[config.mk]
export PLATFORM = sky130hd
export DESIGN_NAME = proxy_pdu_sar_reassembler
export DESIGN_NICKNAME = d
export VERILOG_FILES = /design/src/hdl/ppsr_pkg.sv /design/src/hdl/ppsr_ctrl.sv /design/src/hdl/ppsr_datapath.sv /design/src/hdl/proxy_pdu_sar_reassembler.sv
export SDC_FILE = /design/constraint.sdc
export NUM_CORES = 1
export LEC_CHECK = 0
export BUFFER_PORTS_ARGS = -buffer_cell sky130_fd_sc_hd__buf_2
export CAP_MARGIN = 10
export CORE_ASPECT_RATIO = 1.2
export CORE_MARGIN = 2
export CORE_UTILIZATION = 35
export CTS_BUF_LIST = sky130_fd_sc_hd__clkbuf_4 sky130_fd_sc_hd__clkbuf_8
export CTS_CLUSTER_SIZE = 12
export DETAILED_ROUTE_END_ITERATION = 7
export SLEW_MARGIN = 15
export SYNTH_ARGS = -nofsm -noshare
export SYNTH_HDL_FRONTEND = slang
export SYNTH_HIERARCHICAL = 1
export SYNTH_SLANG_ARGS = --single-unit
export TNS_END_PERCENT = 50
[constraint.sdc]
create_clock -name clk -period 8.25 [get_ports clk]
set_input_delay 1.2375 -clock clk [delete_from_list [all_inputs] [get_ports clk]]
set_output_delay 1.2375 -clock clk [all_outputs]
set_load 0.01 [all_outputs]
[src/hdl/ppsr_pkg.sv]
//------------------------------------------------------------------------------
// ppsr_pkg
// Types and constants shared by the proxy segment reassembler modules.
//------------------------------------------------------------------------------
`default_nettype none

package ppsr_pkg;

	// largest message that one completion streams out
	localparam int MAX_OUT = 64;

	// sar codes from the segment header
	localparam logic [1:0] SAR_WHOLE = 2'd0;
	localparam logic [1:0] SAR_START = 2'd1;
	localparam logic [1:0] SAR_MID   = 2'd2;
	localparam logic [1:0] SAR_CLOSE = 2'd3;

	// reported status codes
	localparam logic [2:0] STS_OK               = 3'd0;
	localparam logic [2:0] STS_DONE             = 3'd1;
	localparam logic [2:0] STS_COMPLETE_PENDING = 3'd2;
	localparam logic [2:0] STS_FIRST_PENDING    = 3'd3;
	localparam logic [2:0] STS_CONT_EMPTY       = 3'd4;
	localparam logic [2:0] STS_LAST_EMPTY       = 3'd5;
	localparam logic [2:0] STS_MISMATCH         = 3'd6;
	localparam logic [2:0] STS_OVERFLOW         = 3'd7;

	// input word
	typedef struct packed {
		logic [7:0] seg_byte;
		logic       seg_end;
	} seg_word_t;

	// result word
	typedef struct packed {
		logic [2:0] status;
		logic [5:0] msg_kind;
		logic [7:0] data_byte;
		logic       data_valid;
		logic [5:0] byte_index;
		logic       last;
	} res_word_t;

	// controller states
	typedef enum logic [1:0] {
		S_IDLE,
		S_READ,
		S_EMIT
	} state_t;

	// controller to datapath
	typedef struct packed {
		logic take;
		logic rd_en;
		logic emit;
	} ctrl_cmd_t;

	// datapath to controller
	typedef struct packed {
		logic stream_start;
		logic idx_last;
		logic out_free;
	} dp_stat_t;

endpackage

`default_nettype wire

[src/hdl/ppsr_ctrl.sv]
//------------------------------------------------------------------------------
// ppsr_ctrl
// Sequencer: takes input words, then walks the message store on completion.
//------------------------------------------------------------------------------
`default_nettype none

module ppsr_ctrl
	import ppsr_pkg::*;
(
	input  wire logic      clk,
	input  wire logic      arst_n,
	input  wire logic      seg_valid,
	output logic           seg_ready,
	input  wire dp_stat_t  stat,
	output ctrl_cmd_t      cmd
);

	state_t state_q;
	state_t state_n;

	// state register
	always_ff @(posedge clk or negedge arst_n) begin
		if (!arst_n) begin
			state_q <= S_IDLE;
		end else begin
			state_q <= state_n;
		end
	end

	// next state
	always_comb begin
		state_n = state_q;
		unique case (state_q)
			S_IDLE: begin
				if (seg_valid && stat.out_free && stat.stream_start) state_n = S_READ;
			end
			S_READ: begin
				state_n = S_EMIT;
			end
			S_EMIT: begin
				if (stat.out_free) state_n = stat.idx_last ? S_IDLE : S_READ;
			end
			default: state_n = S_IDLE;
		endcase
	end

	// outputs
	always_comb begin
		seg_ready = 1'b0;
		cmd       = '0;
		unique case (state_q)
			S_IDLE: begin
				seg_ready = stat.out_free;
				cmd.take  = seg_valid && stat.out_free;
			end
			S_READ: begin
				cmd.rd_en = 1'b1;
			end
			S_EMIT: begin
				cmd.emit = stat.out_free;
			end
			default: ;
		endcase
	end

endmodule

`default_nettype wire

[src/hdl/ppsr_datapath.sv]
//------------------------------------------------------------------------------
// ppsr_datapath
// Header checks, message store, length and type registers, result register.
//------------------------------------------------------------------------------
`default_nettype none

module ppsr_datapath
	import ppsr_pkg::*;
#(
	parameter int BUFFER_DEPTH = 64
) (
	input  wire logic      clk,
	input  wire logic      arst_n,
	input  wire seg_word_t seg,
	input  wire ctrl_cmd_t cmd,
	output dp_stat_t       stat,
	output res_word_t      res,
	output logic           res_valid,
	input  wire logic      res_ready
);

	localparam int CAP = (BUFFER_DEPTH < MAX_OUT) ? BUFFER_DEPTH : MAX_OUT;
	localparam int AW  = $clog2(CAP);
	localparam int LW  = $clog2(CAP + 1);

	logic [7:0]    mem [CAP];
	logic [LW-1:0] len_q;
	logic [5:0]    kind_q;
	logic          expect_hdr_q;
	logic [1:0]    sar_q;
	logic [2:0]    sts_q;
	logic [LW-1:0] stream_len_q;
	logic [AW-1:0] rd_idx_q;
	logic [7:0]    rd_data_q;
	logic          res_valid_q;
	res_word_t     res_q;

	logic [1:0]    hdr_sar;
	logic [5:0]    hdr_kind;
	logic [1:0]    sar_n;
	logic [2:0]    sts_n;
	logic [5:0]    kind_n;
	logic [LW-1:0] len_upd;
	logic [LW-1:0] len_n;
	logic          wr_en;
	logic          completes;
	logic          out_free;
	logic          load_single;

	assign hdr_sar  = seg.seg_byte[7:6];
	assign hdr_kind = seg.seg_byte[5:0];

	// per-word segment processing
	always_comb begin
		sar_n   = sar_q;
		sts_n   = sts_q;
		kind_n  = kind_q;
		len_upd = len_q;
		wr_en   = 1'b0;
		if (expect_hdr_q) begin
			sar_n = hdr_sar;
			unique case (hdr_sar)
				SAR_WHOLE, SAR_START: begin
					if (len_q != '0) begin
						sts_n = (hdr_sar == SAR_WHOLE) ? STS_COMPLETE_PENDING
						                               : STS_FIRST_PENDING;
					end else begin
						sts_n  = STS_OK;
						kind_n = hdr_kind;
					end
				end
				default: begin
					if (len_q == '0) begin
						sts_n = (hdr_sar == SAR_MID) ? STS_CONT_EMPTY : STS_LAST_EMPTY;
					end else if (hdr_kind != kind_q) begin
						sts_n = STS_MISMATCH;
					end else begin
						sts_n = STS_OK;
					end
				end
			endcase
		end else if (sts_q == STS_OK) begin
			if (len_q < LW'(CAP)) begin
				wr_en   = 1'b1;
				len_upd = len_q + LW'(1);
			end else begin
				sts_n   = STS_OVERFLOW;
				len_upd = '0;
			end
		end
		completes = seg.seg_end && (sts_n == STS_OK)
		            && ((sar_n == SAR_WHOLE) || (sar_n == SAR_CLOSE));
		len_n = completes ? '0 : len_upd;
	end

	assign out_free          = !res_valid_q || res_ready;
	assign load_single       = cmd.take && seg.seg_end && !(completes && (len_upd != '0));
	assign stat.stream_start = seg.seg_end && completes && (len_upd != '0);
	assign stat.idx_last     = (LW'(rd_idx_q) + LW'(1)) == stream_len_q;
	assign stat.out_free     = out_free;

	// segment state registers
	always_ff @(posedge clk or negedge arst_n) begin
		if (!arst_n) begin
			len_q        <= '0;
			kind_q       <= '0;
			expect_hdr_q <= 1'b1;
			sar_q        <= SAR_WHOLE;
			sts_q        <= STS_OK;
		end else if (cmd.take) begin
			len_q        <= len_n;
			kind_q       <= kind_n;
			expect_hdr_q <= seg.seg_end;
			sar_q        <= sar_n;
			sts_q        <= sts_n;
		end
	end

	// stream length and read pointer
	always_ff @(posedge clk or negedge arst_n) begin
		if (!arst_n) begin
			stream_len_q <= '0;
			rd_idx_q     <= '0;
		end else if (cmd.take && stat.stream_start) begin
			stream_len_q <= len_upd;
			rd_idx_q     <= '0;
		end else if (cmd.emit) begin
			rd_idx_q     <= rd_idx_q + AW'(1);
		end
	end

	// message store
	always_ff @(posedge clk) begin
		if (cmd.take && wr_en) mem[len_q[AW-1:0]] <= seg.seg_byte;
		if (cmd.rd_en) rd_data_q <= mem[rd_idx_q];
	end

	// result valid flag
	always_ff @(posedge clk or negedge arst_n) begin
		if (!arst_n) begin
			res_valid_q <= 1'b0;
		end else if (load_single || cmd.emit) begin
			res_valid_q <= 1'b1;
		end else if (res_ready) begin
			res_valid_q <= 1'b0;
		end
	end

	// result payload
	always_ff @(posedge clk) begin
		if (load_single) begin
			res_q.status     <= completes ? STS_DONE : sts_n;
			res_q.msg_kind   <= kind_n;
			res_q.data_byte  <= '0;
			res_q.data_valid <= 1'b0;
			res_q.byte_index <= '0;
			res_q.last       <= 1'b1;
		end else if (cmd.emit) begin
			res_q.status     <= STS_DONE;
			res_q.msg_kind   <= kind_q;
			res_q.data_byte  <= rd_data_q;
			res_q.data_valid <= 1'b1;
			res_q.byte_index <= 6'(rd_idx_q);
			res_q.last       <= stat.idx_last;
		end
	end

	assign res       = res_q;
	assign res_valid = res_valid_q;

endmodule

`default_nettype wire

[src/hdl/proxy_pdu_sar_reassembler.sv]
// result path: a status word can be taken in the cycle after the segment's last word is
// accepted; a completed message's first byte follows a store read and then a result load
// throughput: one word per cycle while segments are collected and results drain; a
// completed message streams its bytes by alternating store read and result load
// and holds off input until its last byte is loaded
// reset: arst_n clears length, type, sar state and handshake flags; the store is not cleared
//------------------------------------------------------------------------------
// proxy_pdu_sar_reassembler
// Reassembles proxy segments into messages, reports a status per segment.
//------------------------------------------------------------------------------
`default_nettype none

module proxy_pdu_sar_reassembler
	import ppsr_pkg::*;
#(
	parameter int BUFFER_DEPTH = 64
) (
	input  wire logic      clk,
	input  wire logic      arst_n,
	input  wire logic      seg_valid,
	output logic           seg_ready,
	input  wire seg_word_t seg,
	output logic           res_valid,
	input  wire logic      res_ready,
	output res_word_t      res
);

	ctrl_cmd_t cmd;
	dp_stat_t  stat;

	// sequencer
	ppsr_ctrl u_ctrl (
		.clk       (clk),
		.arst_n    (arst_n),
		.seg_valid (seg_valid),
		.seg_ready (seg_ready),
		.stat      (stat),
		.cmd       (cmd)
	);

	// datapath
	ppsr_datapath #(
		.BUFFER_DEPTH (BUFFER_DEPTH)
	) u_dp (
		.clk       (clk),
		.arst_n    (arst_n),
		.seg       (seg),
		.cmd       (cmd),
		.stat      (stat),
		.res       (res),
		.res_valid (res_valid),
		.res_ready (res_ready)
	);

endmodule

`default_nettype wire

## After elaboration in Yosys (flattened, before gate mapping)

Memory sizes are Yosys's and may differ from the RTL's. A register that Yosys moved wholly into a read port is not among the register bits.
Index checks and enable logic that the tools add are counted.

- Bits in registers: 60
- RAM bits: 512
- Bits in read-only memories: 0
- Bits of input ports: 13
- Output and inout port bits: 27
- Memories kept: 1
- Bits in latches: 0
- Logic and storage cells: 95

- Bitwise operators: 0
- Order comparisons: 1
- Add/sub/neg operators: 3
- Shift operators: 0
- Divide/modulo/power cells: 0
- Equality and inequality tests: 9
- Reductions and logical operators: 29
- $mul: 0
- Multiplexer cells: 37

Memory list:

| name | words | bits a word | rd ports | clocked after Yosys merged registers in | wr ports | RTL line | source |
|---|---|---|---|---|---|---|---|
| u_dp.mem | 64 | 8 | 1 | 1 | 1 | ppsr_datapath.sv:26 | `logic [7:0] mem [CAP];` |

Operators with widths:

| cell | count |
|---|---|
| 25-bit 2-to-1 mux | 2 |
| 6-bit 2-to-1 mux | 5 |
| 7-bit 2-to-1 mux | 4 |
| 3-bit 2-to-1 mux | 8 |
| 1-bit 2-to-1 mux | 14 |
| 7-bit nonzero test | 2 |
| 1-bit logical AND | 11 |
| 6-bit by 1-bit adder with 7-bit output, second input constant | 1 |
| 7-bit by 1-bit adder with 7-bit output, second input constant | 1 |
| 7-bit == test | 1 |
| 7-bit logical NOT | 1 |
| 7-bit less-than comparator, second input constant | 1 |
| 6-bit by 1-bit adder with 6-bit output, second input constant | 1 |
| 2-bit == test, second input constant | 3 |
| 2-bit logical NOT | 3 |
| 3-bit logical NOT | 2 |
| 2-bit 2-to-1 mux | 3 |
| 6-bit inequality test | 1 |
| 2-bit one-hot mux with 3 select lines | 1 |
| 2-bit nonzero test | 3 |
| 2-bit by 1-bit == test with 1-bit output, second input constant | 2 |
| 2-bit by 1-bit inequality test with 1-bit output, second input constant | 2 |
| 1-bit logical OR | 3 |
| 1-bit logical NOT | 2 |
| other kinds (2) | 2 |

## Logic depth before layout (Yosys ltp)

Gate-level depths: netlist of run 1.

- Depth after elaboration: 13
- Depth in mapped cells: 11
- Mapped depth without buffers: 9

## Hierarchy

Netlist of run 1, hierarchy kept.

Modules (own cells, without submodules):

| module | instances | seq. area each (um^2) | area each (um^2) | cells an instance |
|---|---|---|---|---|
| ppsr_datapath | 1 | 17,032.6 | 22,960.8 | 1,136 |
| ppsr_ctrl | 1 | 50.0 | 131.4 | 14 |

## Least setup slack after synthesis of run 1

No wires, ideal clock.

- Path kind: in2reg
- Start: in res_ready
- End: reg u_dp.res_q, in the netlist u_dp/res[16], data pin
- Required time: 7,968 ps
- Path buffers: 1
- Arrival time: 3,266 ps
- Slack: 4,703 ps
- Library setup time: 282 ps
- Cell stages on the path: 8
- Path through: nand2b_1 buf_4 nand2b_4 nor3b_1 nand2_1 nor4_1 a21boi_1 o31ai_1

RTL lines:

| item | RTL line | source |
|---|---|---|
| start: declaration | proxy_pdu_sar_reassembler.sv:24 | `input wire logic res_ready,` |
| end: declaration | ppsr_datapath.sv:36 | `res_word_t res_q;` |

==> impl_metrics.csv, run 1 <==
group,metric,value,unit
timing,tightestPinTransition,1.12,ns
worst_hold_path,hp-start,"u_dp/res[7]",
clocking,clock-sinks,580,
layout,fin_util,0.396,
power,vdd_drop_max,0.247,mV
drt,drc_errors,0,
global_route,grt_util_met1,0.191,
clocking,htree_levels,3,
drt,vias_per_cell,5.29,
power,p_seq_frac,0.448,
placed_design,routabilityCongestion,0.802,
critical_path,cp_data_arrival_time,4.48,ns
power,power_density,308,mW/mm²
synthesis,synth.distinct_cells,61,
clocking,worstSkewPairLatency,0.68,ns
die,start_util,0.352,
clocking,root_buffer,"clkbuf_8",
layout,final_design_area_no_fill,0.0260,mm²
die,coreArea,0.0656,mm²
die,die_w,238,µm
drt,drt_wl_total,52700,µm
placed_design,portBuffers,39,
synthesis,netlist_area,0.0231,mm²
drt,dr.pass1.iters,7,
global_route,grt_use_met3,0.0241,
timing,rsz0062_at_grt,"no",
placed_design,place_area,0.0242,mm²
global_route,grt_util_all_layers,0.158,
die,die-area,0.0681,mm²
synthesis,synth-seq-cells,580,
clocking,clkTransAtPathRegs,0.06,ns
critical_path,critPathMaxStageDelay,0.87,ns
synthesis,syn_inst,1150,
critical_path,worstPathMaxFanout,55,
power,power.internal,0.00566,W
power,total_leakage_power,8.20,nW
critical_path,cp_common_cell,"mux4_2",
critical_path,crit_path_top_delay_cell,"dfrtp_4",
layout,drive_gt1_frac,0.303,
global_route,grt-ovfl-total,0,
power,power_switching,0.00236,W
timing,relSlewSlack,0.252,
run,cap_violations,0,
global_route,use_met2,0.281,
drt,wl_per_cell,24.6,µm
synthesis,synth-main-ff-cell,"edfxtp_1",
clocking,numCtsBuffers,89,
synthesis,synth_top_area_share,0.688,
global_route,grt_pass1_wl,78700,µm
drt,drt_iter0_drc,1038,
die,die_y,285,µm
synthesis,synth_area_leaders,"edfxtp_1 69%, mux4_2 16%, dfrtp_1 3.7%, nor2_1 1.9%, dfxtp_1 1.4%",
power,comb_power_share,0.253,
clocking,clockBufferDepth,3,
synthesis,yosysTopAreaCell,"edfxtp_1",
timing,setup-violations-final,0,
timing,final.setup_skew,0.0281,ns
critical_path,worstSetupPathType,"reg -> reg",
global_route,antenna_found_initial,1,
global_route,grt_max_degree,93,
critical_path,cp-start-kind,"flip-flop",
die,num_rows,103,
layout,mostFrequentLayoutCells,"529 x edfxtp_1, 168 x mux4_2, 114 x nor2_1, 91 x clkbuf_8, 39 x buf_2",
die,ios,40,
timing,slew_viol_final,0,
drt,ant_nets,0,
placed_design,dp_hpwl,32600,µm
global_route,busiest_layer,"met2",
synthesis,syn_area_per_cell,20.1,µm²
power,switching_share,0.294,
clocking,cts_tree,"done",
clocking,postCtsResizedCells,0,
power,power,0.00802,W
timing,fin_crit,4.10,ns
clocking,cts_hold_buf,0,
synthesis,synth_nets,1166,
synthesis,synthArstFlopShare,0.0603,
status,status,"finished clean",
timing,holdWs,0.462,ns
critical_path,crit_required,8.64,ns
timing,hold_violations,0,
global_route,grt_pass1_vias,12000,
clocking,postCtsSetupBuffers,0,
synthesis,yosys_warnings,6,
critical_path,crit_chain,"buf_4 > buf_4 > mux4_2 > mux4_2 > mux4_2",
timing,min_period_over_period,0.496,
layout,nNetsFinal,1247,
critical_path,cp-end-kind,"flip-flop",
layout,layout_commonest_cell,"edfxtp_1",
critical_path,setup.worst_path.start,"u_dp/rd_idx_q[1]",
worst_hold_path,hold_path.class,"reg -> reg",
critical_path,r2r_start,"u_dp/rd_idx_q[1]",
power,clock_power_share,0.299,
synthesis,ys_seq_area_frac,0.740,
layout,syn2layout_area_growth,12.6,%
synthesis,synth_edf_count,529,
timing,max_freq,244,MHz
drt,via_count,11300,
timing,final.setup.tns,0,ns
==> synthesized netlist by cell type (4+ instances only) <==
| library cell | instances |
|---|---|
| edfxtp_1 | 529 |
| mux4_2 | 168 |
| nor2_1 | 115 |
| clkbuf_1 | 44 |
| dfrtp_1 | 34 |
| nand2_1 | 33 |
| o21ai_0 | 21 |
| inv_1 | 20 |
| mux2i_1 | 18 |
| nand3_1 | 18 |
| dfxtp_1 | 16 |
| xnor2_1 | 12 |
| buf_1 | 10 |
| xor2_1 | 9 |
| a21oi_1 | 8 |
| o211ai_1 | 8 |
| o31ai_1 | 6 |
| buf_2 | 5 |
| nand2b_1 | 5 |
| buf_6 | 4 |
| mux2_2 | 4 |
| nor3b_1 | 4 |
==> logic make-up (layout without fill, tap and decap cells) <==
family / after synthesis / count (layout) / synth area share
muxes: 192 / 192 / 0.175
other: 0 / 1 / 0
buffers and inverters: 85 / 238 / 0.0157
xor gates and xnor gates: 21 / 21 / 0.00797
AOI/OAI and AO/OA: 68 / 68 / 0.0206
adders and majority gates: 3 / 3 / 0.00163
DFF: 580 / 580 / 0.740
and+or+nand+nor: 201 / 201 / 0.0394
==> power groups by stage <==
stage	clock (W)	sequential [W]	combinational [W]
finish	0.00240	0.00359	0.00203
global route	0.00258	0.00362	0.00216
CTS	0.00246	0.00360	0.00208
detailed placement	0	0.00366	0.00208
global placement	0	0.00365	0.00205
floorplan	0	0.00348	0.00154
==> worst max-delay path: cells and delay by family (launching register included) <==
family | cells | cell delay, ns
flip-flops | 1 | 0.87
buffers and inverters | 2 | 1.31
multiplexers | 3 | 1.53
==> registers in the layout, indices dropped and copies added (netlist names), 3 cells and up <==
name,cells
u_dp/rd_idx_q,6
u_dp/mem,512
u_dp/stream_len_q,7
u_dp/kind_q,6
u_dp/rd_data_q,8
u_dp/len_q,7
u_dp/sts_q,3
u_dp/res,25
==> layout make-up <==
class                           instances  area, µm²
Antenna cell                            1       2.50
Clock buffer                          123       1490
Fill cell                            5804      39600
Sequential cell                       580      17100
Tap cell                              840       1050
Clock inverter                         40        305
Multi-Input combinational cell        485       5650
Inverter                               20       75.1
Timing Repair Buffer                   55        328
==> metrics by stage <==
| stage | setup WS [ns] | cells |
|---|---|---|
| 2_1_floorplan | 4.70 | 1150 |
| 3_5_place_dp | 3.89 | 1980 |
| 3_3_place_gp | 4.00 | 1980 |
| 6_report | 4.15 | 2144 |
| 5_1_grt | 4.07 | 2144 |
| 4_1_cts | 4.13 | 2143 |
==> path summary, 6_finish.rpt <==
check,endpoint,depth (start not counted),slack (ns)
max,u_dp/rd_data_q[2],5,4.15
min,u_dp/res[7],2,0.46
max reg2reg,u_dp/rd_data_q[2],5,4.15
min reg2reg,u_dp/res[7],2,0.46
max in group asynchronous,u_dp/rd_idx_q[0],1,6.95
min in group asynchronous,u_dp/rd_idx_q[5],1,0.68
==> routing by layer <==
metal | part of all wire | vias up
met1 | 0.39 | 6082
met3 | 0.042 | 74
met4 | 0.031 | 0
met5 | 0 | -
met2 | 0.54 | 329
li1 | - | 4857
Note: power is estimated with default switching activity, not from simulation.
==> run 2, diff against run 1 <==
--- a/config.mk
+++ b/config.mk
@@ -5,6 +5,7 @@
 export SDC_FILE = /design/constraint.sdc
 export NUM_CORES = 1
 export LEC_CHECK = 0
+export ABC_AREA = 1
 export BUFFER_PORTS_ARGS = -buffer_cell sky130_fd_sc_hd__buf_2
 export CAP_MARGIN = 10
 export CORE_ASPECT_RATIO = 1.2
==> constraint.sdc (replaced) <==
create_clock -name clk -period 3.57 [get_ports clk]
set_input_delay 0.5355 -clock clk [delete_from_list [all_inputs] [get_ports clk]]
set_output_delay 0.5355 -clock clk [all_outputs]
set_load 0.01 [all_outputs]
==> impl_metrics.csv, run 2 <==
group,metric,value,unit
status,status,"finished clean",
die,coreArea,0.0682,mm²
synthesis,synth_edf_count,529,
placed_design,routabilityCongestion,0.884,
synthesis,synth.distinct_cells,44,
placed_design,portBuffers,39,
placed_design,dp_hpwl,41600,µm
timing,final.setup.tns,0,ns
die,die_w,243,µm
synthesis,synth_top_area_share,0.662,
clocking,numCtsBuffers,89,
synthesis,syn_inst,1976,
drt,drt_wl_total,68100,µm
die,die_y,291,µm
global_route,grt_pass1_vias,16100,
clocking,cts_hold_buf,1,
critical_path,r2r_start,"u_dp/rd_idx_q[0]",
power,total_leakage_power,8.94,nW
layout,layout_commonest_cell,"edfxtp_1",
die,num_rows,105,
timing,relSlewSlack,0.359,
clocking,postCtsResizedCells,0,
drt,drc_errors,0,
power,vdd_drop_max,0.863,mV
layout,largest_reg_flops,512,
clocking,cts_tree,"done",
run,cap_violations,0,
global_route,grt-ovfl-total,0,
synthesis,synth-main-ff-cell,"edfxtp_1",
critical_path,cp_data_arrival_time,3.43,ns
global_route,antenna_found_initial,3,
synthesis,synth_area_leaders,"edfxtp_1 66%, o21ai_0 6.2%, nor2_1 6.0%, dfrtp_1 3.5%, o211ai_1 3.1%",
worst_hold_path,worstHoldEndpoint,"u_dp/expect_hdr_q",
clocking,clkTransAtPathRegs,0.06,ns
die,ios,40,
layout,mostFrequentLayoutCells,"529 x edfxtp_1, 383 x nor2_1, 296 x o21ai_0, 144 x nand2_1, 98 x o211ai_1",
die,start_util,0.352,
critical_path,ff2ff_path_depth,8,
synthesis,ys_seq_area_frac,0.712,
power,power,0.0201,W
synthesis,synthArstFlopShare,0.0603,
drt,via_count,16100,
critical_path,worstPathMaxFanout,54,
clocking,clockBufferDepth,3,
global_route,grt_max_degree,114,
timing,min_period_over_period,0.844,
timing,setup-violations-final,0,
worst_hold_path,holdPathStages,3,
critical_path,worstSetupPathType,"reg -> reg",
layout,nNetsFinal,2033,
global_route,grt_pass1_wl,101000,µm
critical_path,crit_required,3.98,ns
timing,tightestPinTransition,0.961,ns
drt,vias_per_cell,5.36,
synthesis,yosys_warnings,6,
critical_path,reg2reg_to,"u_dp/rd_data_q[1]",
drt,ant_nets,0,
global_route,grt_util_all_layers,0.190,
synthesis,synth_most_common_cell,"edfxtp_1",
clocking,root_buffer,"clkbuf_8",
layout,syn2layout_area_growth,12.1,%
timing,holdWs,0.165,ns
timing,hold_violations,0,
critical_path,cp-end-kind,"flip-flop",
clocking,clock-sinks,580,
worst_hold_path,hold_path.class,"in -> reg",
timing,final.setup_skew,0.0317,ns
critical_path,r2r_setup_slack,0.56,ns
clocking,postCtsSetupBuffers,0,
layout,fillers,6433,
layout,drive_gt1_frac,0.131,
power,power_density,747,mW/mm²
timing,slew_viol_final,0,
worst_hold_path,hp-start,"seg[0]",
synthesis,ys_top_cells_by_count,"529 x edfxtp_1, 385 x nor2_1, 296 x o21ai_0",
die,die-area,0.0707,mm²
drt,wl_per_cell,22.7,µm
clocking,htree_levels,3,
synthesis,yosysTopAreaCell,"edfxtp_1",
synthesis,synth_nets,1992,
critical_path,setup.worst_path.start,"u_dp/rd_idx_q[0]",
synthesis,syn_area_per_cell,12.1,µm²
timing,fin_crit,3.01,ns
drt,drt_iter0_drc,1822,
synthesis,synth-seq-cells,580,
drt,dr.pass1.iters,5,
timing,max_freq,332,MHz
timing,rsz0062_at_grt,"no",
synthesis,netlist_area,0.0240,mm²
critical_path,cp-start-kind,"flip-flop",
clocking,worstSkewPairLatency,0.69,ns
run 2: changes by cell type after synthesis, sizes merged, moves of 61 or more:
cell / delta
nor2: +281
o211ai: +90
mux4: -168
o22ai: +61
o21ai: +279
nand2: +118
nand3: +75
run 2: report_power, final:
part           internal, W  switching, W  total (W)  leakage (nW)
clock network      0.00284       0.00264    0.00547         0.929
registers          0.00778      0.000399    0.00818          5.35
logic              0.00190       0.00456    0.00646          2.66
total               0.0125       0.00760     0.0201          8.94
run 2: worst max path at each step:
stage / to / slack (ns) / depth (start not counted)
2_1_floorplan: u_dp/mem[11][0] / 1.24 / 11
4_1_cts: u_dp/rd_data_q[1] / 0.58 / 8
3_5_place_dp: u_dp/mem[6][0] / 0.44 / 11
5_1_grt: u_dp/mem[62][1] / 0.40 / 9
6_report: u_dp/rd_data_q[1] / 0.56 / 8
3_3_place_gp: u_dp/mem[54][6] / 0.56 / 11
run 2: area by class of cell:
class	instances	area, µm²	area share
Antenna cell	2	5.00	0.000186
Clock buffer	113	1410	0.0524
Clock inverter	50	330	0.0123
Inverter	75	299	0.0111
Multi-Input combinational cell	1188	6020	0.224
Sequential cell	580	17100	0.635
Tap cell	909	1140	0.0423
Timing Repair Buffer	83	616	0.0229
run 2: cell families after synthesis:
family,Yosys count,share of synthesized area
xor gates and xnor gates,6,0.00219
muxes,9,0.00380
buffers and inverters,208,0.0378
and+or+nand+nor,659,0.116
AOI/OAI and AO/OA,511,0.127
adders and majority gates,3,0.00156
DFF,580,0.712
run 2: worst max-delay path, stage by stage, from the launching register on:
cell	delay, ns
dfrtp_4	0.86
inv_6	0.25
buf_4	0.36
o21ai_0	0.34
o211ai_1	0.17
o211ai_1	0.19
nand3_1	0.22
nand3_1	0.18
nand2_1	0.11
run 2: metrics by stage:
step / util / instance area (µm²) / worst slack [ns] / cells
2_1_floorplan: - / 24000 / 1.24 / 1976
3_3_place_gp: 0.369 / 25200 / 0.556 / 2834
3_5_place_dp: 0.369 / 25200 / 0.438 / 2834
4_1_cts: 0.395 / 26900 / 0.582 / 2998
5_1_grt: 0.395 / 26900 / 0.396 / 3000
6_report: 0.395 / 26900 / 0.557 / 3000
run 2: metal layers:
metal,vias to the layer above,GRT usage,share of wire
li1,7308,-,-
met1,7954,0.236,0.40
met2,655,0.319,0.49
met3,171,0.0281,0.060
met4,0,0.105,0.052
met5,-,0,0
==> run 3, diff against run 2 <==
==> constraint.sdc (replaced) <==
create_clock -name clk -period 2.55 [get_ports clk]
set_input_delay 0.3825 -clock clk [delete_from_list [all_inputs] [get_ports clk]]
set_output_delay 0.3825 -clock clk [all_outputs]
set_load 0.01 [all_outputs]
==> impl_metrics.csv, run 3 (same netlist as run 2, synthesis figures left out) <==
group,metric,value,unit
status,status,"finished clean",
power,comb_power_share,0.333,
critical_path,cp_top_family,"buffers and inverters",
critical_path,crit_path_top_delay_cell,"dfrtp_2",
timing,final.setup.tns,0,ns
timing,slew_viol_final,0,
worst_hold_path,worstHoldEndpoint,"u_dp/mem[3][1]",
clocking,numCtsBuffers,85,
placed_design,dp_hpwl,41900,µm
layout,stdcell_count,3082,
global_route,antenna_found_initial,3,
die,num_rows,105,
global_route,use_met2,0.327,
worst_hold_path,hold_path.class,"in -> reg",
critical_path,cp_data_arrival_time,2.77,ns
clocking,cts_tree,"done",
critical_path,path_buf_inv,2,
timing,min_period_over_period,0.936,
global_route,grt_pass1_wl,101000,µm
drt,vias_per_cell,5.33,
die,die_y,291,µm
clocking,root_buffer,"clkbuf_8",
power,power_switching,0.0104,W
critical_path,ff2ff_path_depth,9,
drt,dr.pass1.iters,5,
die,die_w,243,µm
power,power_density,1020,mW/mm²
drt,drt_wl_total,66600,µm
critical_path,cp-start-kind,"flip-flop",
critical_path,r2r_start,"u_dp/rd_idx_q[1]",
timing,max_freq,419,MHz
layout,multi_input_comb_area,0.00602,mm²
clocking,worstSkewPairLatency,0.67,ns
timing,hold_violations,0,
timing,relSlewSlack,0.381,
critical_path,reg2reg_to,"u_dp/rd_data_q[2]",
clocking,clockBufferDepth,3,
drt,drc_errors,0,
timing,rsz0062_at_grt,"no",
timing,holdWs,0.112,ns
critical_path,crit_required,2.93,ns
critical_path,crit_chain,"inv_4 > buf_4 > nor2_1 > o21ai_0 > o211ai_1 > o211ai_1 > nand3_1 > nand3_1 > nand2_1",
global_route,grt_pass1_vias,16200,
layout,ff_latch_area,0.0171,mm²
drt,via_count,16400,
drt,drt_iter0_drc,1357,
worst_hold_path,hp-start,"seg[2]",
layout,syn2layout_area_growth,15.0,%
clocking,htree_levels,3,
placed_design,portBuffers,39,
timing,setup-violations-final,0,
run,cap_violations,0,
layout,layout_commonest_cell,"edfxtp_1",
worst_hold_path,holdPathStages,1,
power,clock_power_share,0.268,
clocking,clock-sinks,580,
die,start_util,0.352,
critical_path,cp-end-kind,"flip-flop",
layout,fin_util,0.405,
timing,tightestPinTransition,0.928,ns
timing,fin_ws,0.162,ns
layout,largest_reg_flops,512,
layout,mostFrequentLayoutCells,"529 x edfxtp_1, 383 x nor2_1, 296 x o21ai_0, 144 x nand2_1, 121 x buf_4",
critical_path,r2r_setup_slack,0.16,ns
global_route,grt_max_degree,109,
power,p_seq_frac,0.400,
global_route,grt_use_met3,0.0226,
critical_path,worstSetupPathType,"reg -> reg",
global_route,grt_util_all_layers,0.188,
timing,final.setup_skew,0.0316,ns
die,coreArea,0.0682,mm²
layout,fillers,6451,
global_route,busiest_layer,"met2",
drt,ant_nets,0,
global_route,grt_util_met1,0.229,
timing,fin_crit,2.39,ns
power,total_leakage_power,9.41,nW
placed_design,post-place-ws,0.132,ns
clocking,clkTransAtPathRegs,0.07,ns
placed_design,routabilityCongestion,0.859,
power,switching_share,0.371,
drt,wl_per_cell,21.6,µm
placed_design,place_inst,2924,
critical_path,setup.worst_path.start,"u_dp/rd_idx_q[1]",
clocking,postCtsResizedCells,0,
critical_path,critPathMaxStageDelay,0.44,ns
power,power.internal,0.0177,W
power,vdd_drop_max,0.629,mV
critical_path,worstPathMaxFanout,37,
die,die-area,0.0707,mm²
layout,nNetsFinal,2120,
layout,drive_gt1_frac,0.166,
die,ios,40,
global_route,grt-ovfl-total,0,
-- run 3: power groups by stage --
stage / sequential, W / combinational, W / clock [W]
CTS: 0.0112 / 0.00931 / 0.00768
floorplan: 0.0113 / 0.00615 / 0
global route: 0.0113 / 0.0102 / 0.00807
detailed placement: 0.0114 / 0.00929 / 0
global placement: 0.0114 / 0.00923 / 0
finish: 0.0112 / 0.00934 / 0.00752
-- run 3: worst max path at each step --
stage / endpoint / cells after the start
floorplan: u_dp/res[16] / 13
global placement: u_dp/mem[33][4] / 13
detailed placement: u_dp/mem[36][2] / 13
CTS: u_dp/mem[36][0] / 9
global route: u_ctrl/state_q[0] / 12
finish: u_dp/rd_data_q[2] / 9
-- run 3: repair_timing --
action                                 4_1_cts  5_1_grt
endpoints found under the hold margin       35        0
hold buffers                                 2        0
setup endpoints to repair                    0        0
setup buffers                                0        0
-- run 3: per-layer routing --
layer | part of all wire | routed length [µm]
met5 | 0 | 0
met3 | 0.065 | 4320
met2 | 0.50 | 33400
met4 | 0.048 | 3230
met1 | 0.38 | 25600
-- run 3: worst reg2reg max path: cells and delay by family (launching register included) --
| family | cells | cell delay, ns |
|---|---|---|
| AND/OR/NAND/NOR | 4 | 0.53 |
| flip-flops | 1 | 0.44 |
| AO/OA/AOI/OAI | 3 | 0.49 |
| buffers and inverters | 2 | 0.66 |
-- run 3: area by class of cell --
class	instances	area share
clock inverter	38	0.00970
timing repair buffer	174	0.0494
inverter	75	0.0108
antenna	1	0.0000906
sequential	580	0.619
clock buffer	117	0.0520
tap	909	0.0412
multi-input combinational	1188	0.218
-- run 3: metrics by stage --
stage / area (µm²) / power, W
detailed placement: 25900 / 0.0207
floorplan: 24000 / 0.0175
finish: 27600 / 0.0281
global placement: 25900 / 0.0207
CTS: 27600 / 0.0282
global route: 27600 / 0.0296
